## src/design/slas_pkg.sv

```systemverilog
`timescale 1ns / 1ps
// Shared types and constants for the sparse linear argmax scorer.
// No dependencies; used by the top module, slas_mul and slas_score.
package slas_pkg;

    // Fixed field widths of the item and result beats
    localparam int VALUE_W = 16;
    localparam int FID_W   = 12;
    localparam int SUM_W   = 40;
    localparam int IDX_W   = 8;

    // Saturation bounds of the running score
    localparam logic signed [SUM_W-1:0] SUM_MAX = 40'sh7F_FFFF_FFFF;
    localparam logic signed [SUM_W-1:0] SUM_MIN = 40'sh80_0000_0000;

    // Control carried along with a feature beat through the pipeline
    typedef struct packed {
        logic valid;
        logic eoi;
        logic eos;
    } t_beat_ctl;

endpackage

```

## src/design/slas_mul.sv

```systemverilog
`timescale 1ns / 1ps
// Multiply stage: pairs each feature value with its weight read from the RAM
// and registers the Q16.16 product. Depends on slas_pkg.
module slas_mul #(
    parameter int WEIGHT_BITS = 16
) (
    input  logic                                i_clk,
    input  logic                                i_rst_n,
    input  logic                                i_adv,
    input  logic                                i_load,
    input  logic signed [slas_pkg::VALUE_W-1:0] i_value,
    input  logic                                i_hit,
    input  logic                                i_eoi,
    input  logic                                i_eos,
    input  logic signed [WEIGHT_BITS-1:0]       i_weight,
    output slas_pkg::t_beat_ctl                 o_ctl,
    output logic signed [slas_pkg::VALUE_W+WEIGHT_BITS-1:0] o_prod
);

    localparam int PW = slas_pkg::VALUE_W + WEIGHT_BITS;

    slas_pkg::t_beat_ctl                 r_s1_ctl;
    logic signed [slas_pkg::VALUE_W-1:0] r_s1_value;
    logic                                r_s1_hit;
    slas_pkg::t_beat_ctl                 r_s2_ctl;
    logic signed [PW-1:0]                r_prod;

    logic signed [WEIGHT_BITS-1:0] weight;
    logic signed [PW-1:0]          n_prod;

    // Out-of-range feature reads as weight zero
    always_comb begin
        weight = r_s1_hit ? i_weight : '0;
        n_prod = PW'(r_s1_value) * PW'(weight);
    end

    // Advance both stages together; hold everything on a stall
    always_ff @(posedge i_clk) begin
        if (!i_rst_n) begin
            r_s1_ctl.valid <= 1'b0;
            r_s2_ctl.valid <= 1'b0;
        end else if (i_adv) begin
            r_s1_ctl.valid <= i_load;
            r_s1_ctl.eoi   <= i_eoi | i_eos;
            r_s1_ctl.eos   <= i_eos;
            r_s1_value     <= i_value;
            r_s1_hit       <= i_hit;
            r_s2_ctl       <= r_s1_ctl;
            r_prod         <= n_prod;
        end
    end

    assign o_ctl  = r_s2_ctl;
    assign o_prod = r_prod;

endmodule

```

## config.mk

```make
export PLATFORM = sky130hd
export DESIGN_NAME = slas_mul
export DESIGN_NICKNAME = d
export VERILOG_FILES = /design/src/design/slas_pkg.sv /design/src/design/slas_mul.sv
export SDC_FILE = /design/constraint.sdc
export NUM_CORES = 1
export LEC_CHECK = 0
export BUFFER_PORTS_ARGS = -buffer_cell sky130_fd_sc_hd__buf_2
export CAP_MARGIN = 10
export CORE_MARGIN = 8
export CORE_UTILIZATION = 40
export CTS_CLUSTER_DIAMETER = 80
export CTS_CLUSTER_SIZE = 25
export DETAILED_ROUTE_END_ITERATION = 10
export HOLD_SLACK_MARGIN = 0.05
export PLACE_DENSITY = 0.67
export SYNTH_ARGS = -nofsm -noshare
export SYNTH_HDL_FRONTEND = slang
export SYNTH_SLANG_ARGS = --single-unit
```

## constraint.sdc

```tcl
create_clock -name i_clk -period 18.23 [get_ports i_clk]
set_input_delay 0.9115 -clock i_clk [delete_from_list [all_inputs] [get_ports i_clk]]
set_output_delay 0.9115 -clock i_clk [all_outputs]
set_load 0.02 [all_outputs]
```

==> impl_metrics.env <==
export IMPL_status="completed"
export IMPL_insertion_delay_ns=0.30
export IMPL_netlist_instances=1201
export IMPL_dr_pass1_iters=4
export IMPL_tns_ns=0
export IMPL_synth_top_family_by_area="adder cells"
export IMPL_drv_slew=0
export IMPL_nets=1618
export IMPL_area_growth_pct=7.174
export IMPL_fin_util=0.4316
export IMPL_synth_flop_cell="edfxtp_1"
export IMPL_cp_arrival_ns=7.70
export IMPL_setup_violations_final=0
export IMPL_endpoint_kind="flop"
export IMPL_start_util=0.4027
export IMPL_die_area_mm2=0.03536
export IMPL_rsz0062_at_grt="false"
export IMPL_remaining_drc_errors=0
export IMPL_worstMarginPinSlew_ns=0.8860
export IMPL_yosysMostFrequentCell="inv_1"
export IMPL_crit_buf_inv=7
export IMPL_wl_um=27950
export IMPL_clock_path_buffers=2
export IMPL_min_path_type="flop to flop"
export IMPL_fp_dieW_um=188.1
export IMPL_core_area_mm2=0.02940
export IMPL_ys_seq_area_frac=0.1378
export IMPL_period_share=0.4195
export IMPL_synth_common_cells="inv_1, fa_1, and3_1, nand2_1, ha_1"
export IMPL_cts_setup_buffers=0
export IMPL_drive_gt1_frac=0.08172
export IMPL_cts_buffers=5
export IMPL_p_total_uw=2289
export IMPL_slowest_stage="and2_0"
export IMPL_crit_type="flop to flop"
export IMPL_antenna_found_initial=1
export IMPL_synth_compound_area_frac=0.05104
export IMPL_io_buffers=73
export IMPL_n_fill_cell=2819
export IMPL_grt_overflow_total=0
export IMPL_crit_required_ns=18.28
export IMPL_synth_xor_area_frac=0.02589
export IMPL_drv_cap=0
export IMPL_gp_congestion=0.8451
export IMPL_synthSimpleGateAreaFrac=0.1437
export IMPL_max_clock_freq_mhz=130.8
export IMPL_synth_area_mm2=0.01184
export IMPL_ir_drop_v=0.0002343
export IMPL_timing_clock_skew_ns=0.009171
export IMPL_grt_max_degree=98
export IMPL_num_rows=63
export IMPL_ant_nets=0
export IMPL_drt_iter0_drc=632
export IMPL_grt_pass1_wl_um=48100
export IMPL_synth_nets=1584
export IMPL_hpwlAfterDp_um=22830
export IMPL_grt_pass1_vias=9501
export IMPL_synth_edff_count=53
export IMPL_route_vias_total=8464
export IMPL_cp_start_kind="flop"
export IMPL_critical_path_cell_chain="buf_4 -> buf_4 -> and2_0 -> nand2_1 -> fa_1 -> inv_1 -> fa_1 -> inv_1 -> fa_1 -> inv_1 -> fa_1 -> fa_1 -> inv_1 -> fa_1 -> inv_1 -> ha_1 -> nand2_1 -> o211a_1 -> or3_1 -> a41oi_2 -> a41oi_1 -> xnor2_1"
export IMPL_synth_area_per_cell_um2=9.860
export IMPL_ys_ff_latch=55
export IMPL_async_flop_share=0
export IMPL_cts_hold_buf=0
export IMPL_synthMuxAreaShare=0.002536
export IMPL_yosys_area_top_type="fa_1"
export IMPL_tritoncts="done"
export IMPL_io_pins=74
export IMPL_synth_top_cell_area_share=0.4429
export IMPL_wire_per_inst_um=17.19
export IMPL_root_buffer="clkbuf_16"
export IMPL_antenna_cells=0
export IMPL_ys_warn_count=0
export IMPL_power_density_mw_per_mm2=180.4
export IMPL_yosysUniqueCellTypes=54
export IMPL_slowest_delay_ns=0.72
export IMPL_synthAdderAreaFrac=0.5296
export IMPL_viasPerCell=5.205
export IMPL_max_slew_margin=0.4094
export IMPL_clock_sinks=55
export IMPL_hold_violations=0
export IMPL_fin_crit_ns=7.647
export IMPL_htree_num_levels=2
export IMPL_track_usage=0.1674
export IMPL_cts_clk_slew_worst_paths_ns=0.07
export IMPL_path_max_fanout=97
export IMPL_leakagePower_uw=0.006620
export IMPL_cp_top_family="adder cells"
export IMPL_postCtsResizedCells=0
export IMPL_fp_dieH_um=188.1
export IMPL_ys_top_cells_by_area="fa_1, edfxtp_1, inv_1"
export IMPL_path_common_cell="fa_1"
## metal layers
layer | global-route usage | up-vias | part of all wire
met5 | 0 | - | 0
met4 | 0.05121 | 0 | 0.029
met3 | 0.01950 | 57 | 0.055
met2 | 0.2913 | 263 | 0.51
met1 | 0.2152 | 4369 | 0.41
li1 | - | 3775 | -
## layout make-up
cell class / count / area [um2] / share of cell area
Tap cell: 390 / 488.0 / 0.03845
Timing Repair Buffer: 78 / 402.9 / 0.03175
Sequential cell: 55 / 1632 / 0.1286
Clock inverter: 3 / 25.02 / 0.001972
Clock buffer: 5 / 125.1 / 0.009859
Inverter: 294 / 1104 / 0.08696
Multi-Input combinational cell: 801 / 8915 / 0.7025
## final timing paths
path / from / end / slack (ns) / cells past startpoint
hold / removal: r_s1_ctl[1] / o_ctl[1] / 0.42 / 0
hold reg to reg: r_s1_ctl[1] / o_ctl[1] / 0.42 / 0
setup / recovery: r_s1_hit / o_prod[28] / 10.58 / 22
setup reg to reg: r_s1_hit / o_prod[28] / 10.58 / 22
## logic make-up after synthesis
group,count (synthesis)
and+or+nand+nor,333
xor gates and xnor gates,35
muxes,3
AOI/OAI and AO/OA,86
adders and majority gates,344
buffers and inverters,345
DFF,55
## sequential cells by signal (all words and copies together), names as in the netlist
signal      flops
o_prod         32
r_s1_value     16
o_ctl           3
r_s1_ctl        3
r_s1_hit        1
## where the power goes
group / internal [uW] / switching [uW] / total (uW) / leakage, uW
Combinational: 786 / 1130 / 1910 / 0.00603
Sequential: 253 / 23.3 / 276 / 0.000519
Clock: 51.6 / 48.2 / 99.8 / 0.0000700
## cell usage in the layout, fill, tap and decap left out, types with 8 or more instances in the layout
cell type,Yosys,final
xnor2_1,27,27
xor2_1,8,8
a21oi_1,25,25
nor2_1,28,28
and3_1,126,126
fa_1,262,262
and2_1,10,9
o21ai_0,14,14
nand2_1,117,117
a21o_1,8,8
nand3_1,21,21
inv_1,294,294
edfxtp_1,53,53
buf_2,1,73
ha_1,82,82
## through the flow
stage               area, um2  hold WS [ns]  instances  setup WS [ns]
floorplan               11840        0.4003       1201          11.61
global placement        12540        0.4030       1618          10.84
detailed placement      12540        0.4071       1618          10.71
CTS                     12690        0.4251       1626          10.68
global route            12690        0.4323       1626          10.17
finish                  12690        0.4228       1626          10.58
## worst register-to-register path: cells and delay by family (launching register included)
| kind | cells | cell delay (ns) |
|---|---|---|
| adders and majority gates | 7 | 3.38 |
| and+or+nand+nor | 4 | 1.40 |
| AOI/OAI and AO/OA | 3 | 0.80 |
| DFF | 1 | 0.33 |
| buffers and inverters | 7 | 1.33 |
| xor gates and xnor gates | 1 | 0.15 |
Note: power is estimated with default switching activity, not from simulation.
