**config.mk**
```make
export PLATFORM = sky130hd
export DESIGN_NAME = slas_score
export DESIGN_NICKNAME = d
export VERILOG_FILES = /design/src/design/slas_pkg.sv /design/src/design/slas_score.sv
export SDC_FILE = /design/constraint.sdc
export NUM_CORES = 1
export LEC_CHECK = 0
export BUFFER_PORTS_ARGS = -buffer_cell sky130_fd_sc_hd__buf_2
export CORE_MARGIN = 2
export CORE_UTILIZATION = 50
export CTS_CLUSTER_SIZE = 10
export DETAILED_ROUTE_END_ITERATION = 10
export PLACE_DENSITY = 0.74
export SLEW_MARGIN = 20
export SYNTH_ARGS = -nofsm -noshare
export SYNTH_HDL_FRONTEND = slang
export SYNTH_SLANG_ARGS = --single-unit
```
**constraint.sdc**
```tcl
create_clock -name i_clk -period 5.23 [get_ports i_clk]
set_clock_uncertainty 0.15 [all_clocks]
set_input_delay 0.2615 -clock i_clk [delete_from_list [all_inputs] [get_ports i_clk]]
set_output_delay 0.2615 -clock i_clk [all_outputs]
set_load 0.01 [all_outputs]
```
**src/design/slas_pkg.sv**
```systemverilog
`timescale 1ns / 1ps
// Shared types and constants for the sparse linear argmax scorer.
// No dependencies; used by the top module, slas_mul and slas_score.
package slas_pkg;

    // Fixed field widths of the item and result beats
    localparam int VALUE_W = 16;
    localparam int FID_W   = 12;
    localparam int SUM_W   = 40;
    localparam int IDX_W   = 8;

    // Saturation bounds of the running score
    localparam logic signed [SUM_W-1:0] SUM_MAX = 40'sh7F_FFFF_FFFF;
    localparam logic signed [SUM_W-1:0] SUM_MIN = 40'sh80_0000_0000;

    // Control carried along with a feature beat through the pipeline
    typedef struct packed {
        logic valid;
        logic eoi;
        logic eos;
    } t_beat_ctl;

endpackage

```
**src/design/slas_score.sv**
```systemverilog
`timescale 1ns / 1ps
// Score stage: saturating accumulation, per-instance argmax and the result
// register. Depends on slas_pkg.
module slas_score #(
    parameter int WEIGHT_BITS   = 16,
    parameter int MAX_INSTANCES = 256
) (
    input  logic                                i_clk,
    input  logic                                i_rst_n,
    input  slas_pkg::t_beat_ctl                 i_ctl,
    input  logic signed [slas_pkg::VALUE_W+WEIGHT_BITS-1:0] i_prod,
    input  logic                                i_out_stall,
    output logic                                o_adv,
    output logic                                o_out_valid,
    output logic [slas_pkg::IDX_W-1:0]          o_best_index,
    output logic signed [slas_pkg::SUM_W-1:0]   o_best_total,
    output logic                                o_saturated
);

    localparam int PW  = slas_pkg::VALUE_W + WEIGHT_BITS;
    localparam int SW  = ((PW > slas_pkg::SUM_W) ? PW : slas_pkg::SUM_W) + 1;
    localparam int PIW = $clog2(MAX_INSTANCES);
    localparam int CW  = $clog2(MAX_INSTANCES + 1);
    localparam int EXW = (PIW > slas_pkg::IDX_W) ? PIW : slas_pkg::IDX_W;

    logic signed [slas_pkg::SUM_W-1:0] r_run, n_run;
    logic signed [slas_pkg::SUM_W-1:0] r_top, n_top;
    logic [PIW-1:0]                    r_pos, n_pos;
    logic [CW-1:0]                     r_cnt, n_cnt;
    logic                              r_sat, n_sat;
    logic                              r_out_valid, n_out_valid;
    logic [slas_pkg::IDX_W-1:0]        r_best_index, n_best_index;
    logic signed [slas_pkg::SUM_W-1:0] r_best_total, n_best_total;
    logic                              r_out_sat, n_out_sat;

    logic signed [SW-1:0]              sum_w;
    logic signed [slas_pkg::SUM_W-1:0] sum_sat;
    logic                              ovf;
    logic                              room;
    logic                              take;
    logic                              adv;
    logic                              fire;
    logic signed [slas_pkg::SUM_W-1:0] top_upd;
    logic [PIW-1:0]                    pos_upd;
    logic [EXW-1:0]                    pos_ext;

    always_comb begin
        // Stall only when a set result meets a full, stalled result register
        adv  = !(i_ctl.valid && i_ctl.eos && r_out_valid && i_out_stall);
        fire = i_ctl.valid && adv;

        // Saturating add of the product into the running score
        sum_w = SW'(r_run) + SW'(i_prod);
        ovf   = 1'b1;
        priority if (sum_w > SW'(slas_pkg::SUM_MAX)) begin
            sum_sat = slas_pkg::SUM_MAX;
        end else if (sum_w < SW'(slas_pkg::SUM_MIN)) begin
            sum_sat = slas_pkg::SUM_MIN;
        end else begin
            sum_sat = sum_w[slas_pkg::SUM_W-1:0];
            ovf     = 1'b0;
        end

        // Strict greater-than; the first instance of a set is always taken as best so far
        room    = r_cnt < CW'(MAX_INSTANCES);
        take    = room && ((r_cnt == '0) || (sum_sat > r_top));
        top_upd = take ? sum_sat : r_top;
        pos_upd = take ? r_cnt[PIW-1:0] : r_pos;
        pos_ext = EXW'(pos_upd);

        n_run        = r_run;
        n_top        = r_top;
        n_pos        = r_pos;
        n_cnt        = r_cnt;
        n_sat        = r_sat;
        n_out_valid  = r_out_valid && i_out_stall;
        n_best_index = r_best_index;
        n_best_total = r_best_total;
        n_out_sat    = r_out_sat;

        if (fire) begin
            n_sat = r_sat | ovf;
            if (i_ctl.eoi) begin
                n_run = '0;
                n_top = top_upd;
                n_pos = pos_upd;
                n_cnt = room ? r_cnt + CW'(1) : r_cnt;
            end else begin
                n_run = sum_sat;
            end
            // Emit the set result and clear the per-set state
            if (i_ctl.eos) begin
                n_out_valid  = 1'b1;
                n_best_index = pos_ext[slas_pkg::IDX_W-1:0];
                n_best_total = top_upd;
                n_out_sat    = r_sat | ovf;
                n_top        = '0;
                n_pos        = '0;
                n_cnt        = '0;
                n_sat        = 1'b0;
            end
        end
    end

    always_ff @(posedge i_clk) begin
        if (!i_rst_n) begin
            r_run       <= '0;
            r_top       <= '0;
            r_pos       <= '0;
            r_cnt       <= '0;
            r_sat       <= 1'b0;
            r_out_valid <= 1'b0;
        end else begin
            r_run       <= n_run;
            r_top       <= n_top;
            r_pos       <= n_pos;
            r_cnt       <= n_cnt;
            r_sat       <= n_sat;
            r_out_valid <= n_out_valid;
        end
    end

    // Result payload needs no reset
    always_ff @(posedge i_clk) begin
        r_best_index <= n_best_index;
        r_best_total <= n_best_total;
        r_out_sat    <= n_out_sat;
    end

    assign o_adv        = adv;
    assign o_out_valid  = r_out_valid;
    assign o_best_index = r_best_index;
    assign o_best_total = r_best_total;
    assign o_saturated  = r_out_sat;

endmodule
```
==> results.yml, run 1 <==
yosys:
  avgSynthCellArea_um2: 9.574
  syn_area_um2: 9315
  yosys_register_bits: 148
  ys_async_sr_fraction: 0
  ys_types: 80
  synth_area_leaders: "dfxtp_1, edfxtp_1, ha_1"
  synth_top_area_share: 0.2128
  synth_edf_count: 49
  ys_seq_area_frac: 0.3707
  syn_inst: 973
  synth_flop_cell: "dfxtp_1"
  syn-num-nets: 1094
  yosys.area.top_type: "dfxtp_1"
  ys_warn_count: 0
sta:
  hold_violations: 0
  rsz0062_at_grt: "true"
  worst_slew_pin_slew_ns: 0.9211
  finalMaxSlewViolations: 0
  fmax_mhz: 174.2
  slew_headroom: 0.3838
  finalWorstSetupSlack_ns: -0.5107
  min_period_ns: 5.741
  setup_viol: 96
  fin_hold_ws_ns: 0.08459
  post-route-period-util: 1.098
clocking:
  clk_pin_slew_ns: 0.07
  cts_buffer_depth: 2
  cts_sinks: 148
  clk-insertion-delay-late_ns: 0.44
  cts_max_level: 4
  numCtsBuffers: 17
  cts_root_buf: "clkbuf_16"
  cts_tree: "built"
global_routing:
  antenna_found_initial: 0
  grt_usage: 0.2973
  grt_pass1_wl_um: 46510
  grt_max_degree: 50
  grt_pass1_vias: 8880
  grt_overflow_total: 0
finish:
  fin_nets: 1392
  register_area_um2: 3455
  diodes: 0
  layout_common_cells: "buf_4, dfxtp_1, buf_2, ha_1, nor2_1"
  fillers: 1214
  postLayoutCellArea_um2: 13120
  utilization: 0.7230
  drive_gt1_frac: 0.3863
  multi_input_area_um2: 5801
  synthToLayoutAreaGrowth_pct: 40.86
  layout_commonest_cell: "buf_4"
detailed_routing:
  wl_per_cell_um: 19.93
  drc: 0
  vias: 9056
  detail-route-antenna-nets: 0
  vias_per_cell: 5.985
  wirelength_um: 30160
  drtIter0Drc: 732
  first_pass_iters: 5
worst_setup_path:
  setup.worst_path.class: "flip-flop to flip-flop"
  cp-end-kind: "flip-flop"
  cp-start-kind: "flip-flop"
  worstPathMaxFanout: 6
  crit_required_ns: 5.27
  arrival_ns: 5.78
floorplanning:
  die_area_um2: 19740
  initial_utilization: 0.5133
  core_area_um2: 18150
  die_h_um: 140.5
  fp-row-count: 49
  io_pins: 89
  die_width_um: 140.5
placement:
  place.gp.congestion: 0.9252
  port_buffers: 88
  dpl-instance-area_um2: 11580
  place_hpwl_um: 19160
run:
  max-cap-violations: 0
hold_path:
  hold_path.class: "primary input to flip-flop"
outcome:
  status: "finished with violations"
  violations: "setup timing"
power:
  pwr-share-seq: 0.292
  p_leak_nw: 5.881
  vdd_ir_drop_max_mv: 0.2890
  pwr-share-comb: 0.430
  cellPowerDensity_nw_per_um2: 358.0
  internal-power_w: 0.003086
  p_clk_frac: 0.278
  p_sw_w: 0.001612
  switching_share: 0.3431
[timing repair]
action | CTS | global route
setup buffers | 16 | 7
pin swaps | 12 | 39
endpoints found under the hold margin | 1 | 0
gates cloned | 12 | 2
setup endpoints to repair | 96 | 96
gates resized for setup | 65 | 31
hold buffers | 2 | 0
[per-layer routing]
metal / vias up / part of all wire / track usage / wire length, um
met5: - / 0 / 0 / 0
met4: 0 / 0.035 / 0.1105 / 1063
met3: 101 / 0.066 / 0.05060 / 2001
met2: 399 / 0.48 / 0.5049 / 14390
met1: 4341 / 0.42 / 0.3815 / 12710
li1: 4215 / - / - / -
[Yosys cell counts, drive strengths merged (3+ instances only)]
cell,number
a221oi,27
edfxtp,49
nor4,4
nand2b,10
o2bb2ai,3
mux2,44
a2bb2oi,4
mux2i,4
nor2,75
clkbuf,24
and3,9
o21bai,3
nand2,59
nand4,24
a21boi,5
a21oi,74
xor2,25
maj3,22
nand3,20
buf,33
or2,5
and2,7
and4,4
xnor2,17
nor3,10
inv,53
ha,82
o21ai,41
a21o,18
o21a,11
a22o,46
nor2b,3
nor3b,3
o211ai,12
dfxtp,99
a31oi,10
a211oi,6
[layout make-up]
| cell class | count | area share |
|---|---|---|
| Sequential cell | 148 | 0.2633 |
| Inverter | 54 | 0.01554 |
| Clock inverter | 13 | 0.01106 |
| Clock buffer | 19 | 0.03624 |
| Tap cell | 229 | 0.02184 |
| Multi-Input combinational cell | 714 | 0.4421 |
| Timing Repair Buffer | 336 | 0.2100 |
[final timing paths]
check                              start                         to  slack (ns)  depth (start not counted)
setup / recovery   r_run[0]$_SDFFE_PN0P_  o_best_index[6]$_DFFE_PP_       -0.51                         24
hold / removal                   i_rst_n     r_run[19]$_SDFFE_PN0P_        0.08                          2
setup reg to reg   r_run[0]$_SDFFE_PN0P_  o_best_index[6]$_DFFE_PP_       -0.51                         24
hold reg to reg   r_run[10]$_SDFFE_PN0P_     r_run[10]$_SDFFE_PN0P_        0.33                          2
[power by group through the flow]
stage	logic (W)	registers, W	clock network [W]
2_1_floorplan	0.000972	0.00140	0
3_3_place_gp	0.00167	0.00139	0
3_5_place_dp	0.00172	0.00139	0
4_1_cts	0.00189	0.00137	0.00130
5_1_grt	0.00216	0.00138	0.00135
6_report	0.00202	0.00137	0.00131
[critical path, stage by stage (launching register included)]
cell and delay [ns]:
dfxtp_2 0.35, ha_4 0.14, inv_2 0.03, fa_2 0.33, nand2b_4 0.16, a21o_1 0.18, a2111o_1 0.40, a32o_2 0.29
o31ai_4 0.30, a211oi_2 0.13, xor2_1 0.24, o21ai_2 0.13, ha_4 0.28, nand4_1 0.22, nor4_4 0.37, and3_4 0.28
o41ai_4 0.09, and3_4 0.22, xor2_2 0.18, a2bb2oi_2 0.16, nor2b_4 0.20, buf_6 0.14, buf_12 0.10, buf_16 0.12
mux2_4 0.31
[stage by stage]
| step | power (W) | instances | setup WS (ns) | setup TNS [ns] |
|---|---|---|---|---|
| finish | 0.004698 | 1513 | -0.5107 | -40.28 |
| floorplan | 0.002373 | 973 | 0.007024 | 0 |
| global route | 0.004895 | 1513 | -0.6899 | -57.64 |
| detailed placement | 0.003108 | 1447 | -0.6142 | -46.88 |
| global placement | 0.003058 | 1447 | -0.5472 | -40.81 |
| CTS | 0.004552 | 1509 | -0.4568 | -36.41 |
[sequential cells by signal, summed over array words and instances (netlist names)]
register and flops:
r_sat 1, o_best_index 8, r_run 40, r_cnt 9
r_pos 8, o_out_valid 1, o_best_total 40, o_saturated 1
r_top 40
[cells by family after synthesis]
| logic type | share of synthesized area |
|---|---|
| AOI/OAI and AO/OA | 0.2146 |
| xor gates and xnor gates | 0.04030 |
| adders and majority gates | 0.1381 |
| buffers and inverters | 0.05238 |
| DFF | 0.3707 |
| muxes | 0.05749 |
| and+or+nand+nor | 0.1264 |
Note: power is estimated with default switching activity, not from simulation.
==> run 2: changes to the inputs <==
--- a/config.mk
+++ b/config.mk
@@ -10,7 +10,7 @@
 export CORE_UTILIZATION = 50
 export CTS_CLUSTER_SIZE = 10
 export DETAILED_ROUTE_END_ITERATION = 10
-export PLACE_DENSITY = 0.74
+export PLACE_DENSITY_LB_ADDON = 0.25
 export SLEW_MARGIN = 20
 export SYNTH_ARGS = -nofsm -noshare
 export SYNTH_HDL_FRONTEND = slang
==> results.yml, run 2 (synthesized netlist as in run 1, its figures left out) <==
finish:
  diodes: 0
  synthToLayoutAreaGrowth_pct: 42.04
  fillers: 1269
  multi_input_area_um2: 5763
  register_area_um2: 3456
  drive_gt1_frac: 0.3946
  layout_common_cells: "buf_4, dfxtp_1, buf_2, ha_1, nor2_1"
  layout_commonest_cell: "buf_4"
  fin_nets: 1413
  instances_no_fill: 1534
detailed_routing:
  vias: 8925
  wl_per_cell_um: 18.97
  wirelength_um: 29110
  detail-route-antenna-nets: 0
  vias_per_cell: 5.818
  first_pass_iters: 5
  drc: 0
  drtIter0Drc: 606
power:
  p_sw_w: 0.001600
  switching_share: 0.3443
  pwr-share-comb: 0.437
  cellPowerDensity_nw_per_um2: 351.3
  vdd_ir_drop_max_mv: 0.2591
  p_clk_frac: 0.268
  pwr-share-seq: 0.295
  p_leak_nw: 5.943
  internal-power_w: 0.003047
sta:
  rsz0062_at_grt: "true"
  slew_headroom: 0.4087
  setup_viol: 96
  min_period_ns: 5.800
  fin_hold_ws_ns: 0.08387
  finalMaxSlewViolations: 0
  fmax_mhz: 172.4
  worst_slew_pin_slew_ns: 0.8859
  post-route-period-util: 1.109
  hold_violations: 0
  finalWorstSetupSlack_ns: -0.5702
worst_setup_path:
  setup.worst_path.class: "flip-flop to flip-flop"
  cp-start-kind: "flip-flop"
  crit_required_ns: 5.27
  worstPathMaxFanout: 12
  arrival_ns: 5.84
  cp-end-kind: "flip-flop"
clocking:
  cts_buffer_depth: 2
  cts_sinks: 148
  clk-insertion-delay-late_ns: 0.44
  numCtsBuffers: 17
  cts_root_buf: "clkbuf_16"
  clk_pin_slew_ns: 0.07
  cts_tree: "built"
  cts_max_level: 4
floorplanning:
  die_width_um: 140.5
  core_area_um2: 18150
  initial_utilization: 0.5133
  die_h_um: 140.5
  die_area_um2: 19740
  io_pins: 89
  fp-row-count: 49
outcome:
  violations: "setup timing"
  status: "finished with violations"
placement:
  port_buffers: 88
  place.gp.congestion: 0.9432
  place_hpwl_um: 19280
  place_inst: 1463
global_routing:
  antenna_found_initial: 0
  grt_pass1_vias: 8871
  grt_max_degree: 50
  grt_pass1_wl_um: 45670
  grt_usage: 0.2908
  grt_overflow_total: 0
hold_path:
  hold_path.class: "primary input to flip-flop"
run:
  max-cap-violations: 0
-- run 2: cell types whose count changed in the layout (fill, tap and decap cells not counted), sizes merged --
cell / previous run / this run
clkinvlp: 0 / 2
dlygate4sd3: 2 / 3
buf: 332 / 354
clkbuf: 21 / 17
inv: 63 / 58
clkinv: 3 / 8
-- run 2: cell type report --
class,count,area share
Inverter,54,0.01541
Multi-Input combinational cell,714,0.4356
Clock inverter,15,0.01277
Sequential cell,148,0.2612
Tap cell,229,0.02165
Timing Repair Buffer,357,0.2213
Clock buffer,17,0.03215
-- run 2: worst paths after layout --
check	startpoint	end	slack [ns]	depth (start not counted)
hold / removal	i_rst_n	r_run[19]$_SDFFE_PN0P_	0.08	2
hold reg to reg	r_top[37]$_SDFFE_PN0P_	r_top[37]$_SDFFE_PN0P_	0.32	1
setup reg to reg	r_run[0]$_SDFFE_PN0P_	o_best_total[34]$_DFFE_PP_	-0.57	24
setup / recovery	r_run[0]$_SDFFE_PN0P_	o_best_total[34]$_DFFE_PP_	-0.57	24
-- run 2: through the flow --
step                        util  setup WS, ns  total power (W)  instance area, um2  setup TNS (ns)
after floorplan                -      0.007024         0.002373                9407               0
after global placement    0.6444       -0.4603         0.003103               11690          -32.55
after detailed placement  0.6444       -0.5594         0.003145               11690          -40.81
after CTS                 0.7218       -0.3909         0.004545               13100          -23.83
after global routing      0.7291       -0.7371         0.004874               13230          -58.18
final                     0.7291       -0.5702         0.004648               13230          -43.51
-- run 2: repair_timing --
item | in CTS | in global routing
resized for setup | 63 | 32
hold buffers | 3 | 0
hold endpoints to repair | 1 | 0
buffers inserted | 23 | 3
pin swaps | 23 | 11
gates cloned | 13 | 0
endpoints found under the setup margin | 96 | 96
-- run 2: metal layers --
metal / share of wire / GRT usage / vias to the layer above
li1: - / - / 4267
met1: 0.43 / 0.3750 / 4286
met2: 0.48 / 0.4933 / 312
met3: 0.062 / 0.06154 / 60
met4: 0.023 / 0.08632 / 0
met5: 0 / 0 / -
-- run 2: worst max-delay path, cell delays in order (launching register included) --
cell and delay [ns]:
dfxtp_2 0.35, ha_4 0.13, inv_2 0.03, fa_2 0.34
nand2b_4 0.15, a21o_1 0.16, a2111o_1 0.40, a32o_2 0.29
or2_4 0.24, buf_6 0.12, o311ai_4 0.24, xor2_2 0.12
a21o_1 0.24, ha_4 0.28, nand4_1 0.18, nor4_4 0.35
and3_4 0.25, o41ai_2 0.06, and3_1 0.23, xor2_2 0.19
a2bb2oi_2 0.18, nor2b_4 0.23, buf_4 0.15, buf_12 0.15
mux2_4 0.31
-- run 2: power by group through the flow --
stage	clock network, W	logic (W)	registers [W]
global route	0.00131	0.00219	0.00138
global placement	0	0.00171	0.00139
floorplan	0	0.000972	0.00140
detailed placement	0	0.00175	0.00139
CTS	0.00126	0.00192	0.00137
finish	0.00125	0.00203	0.00137
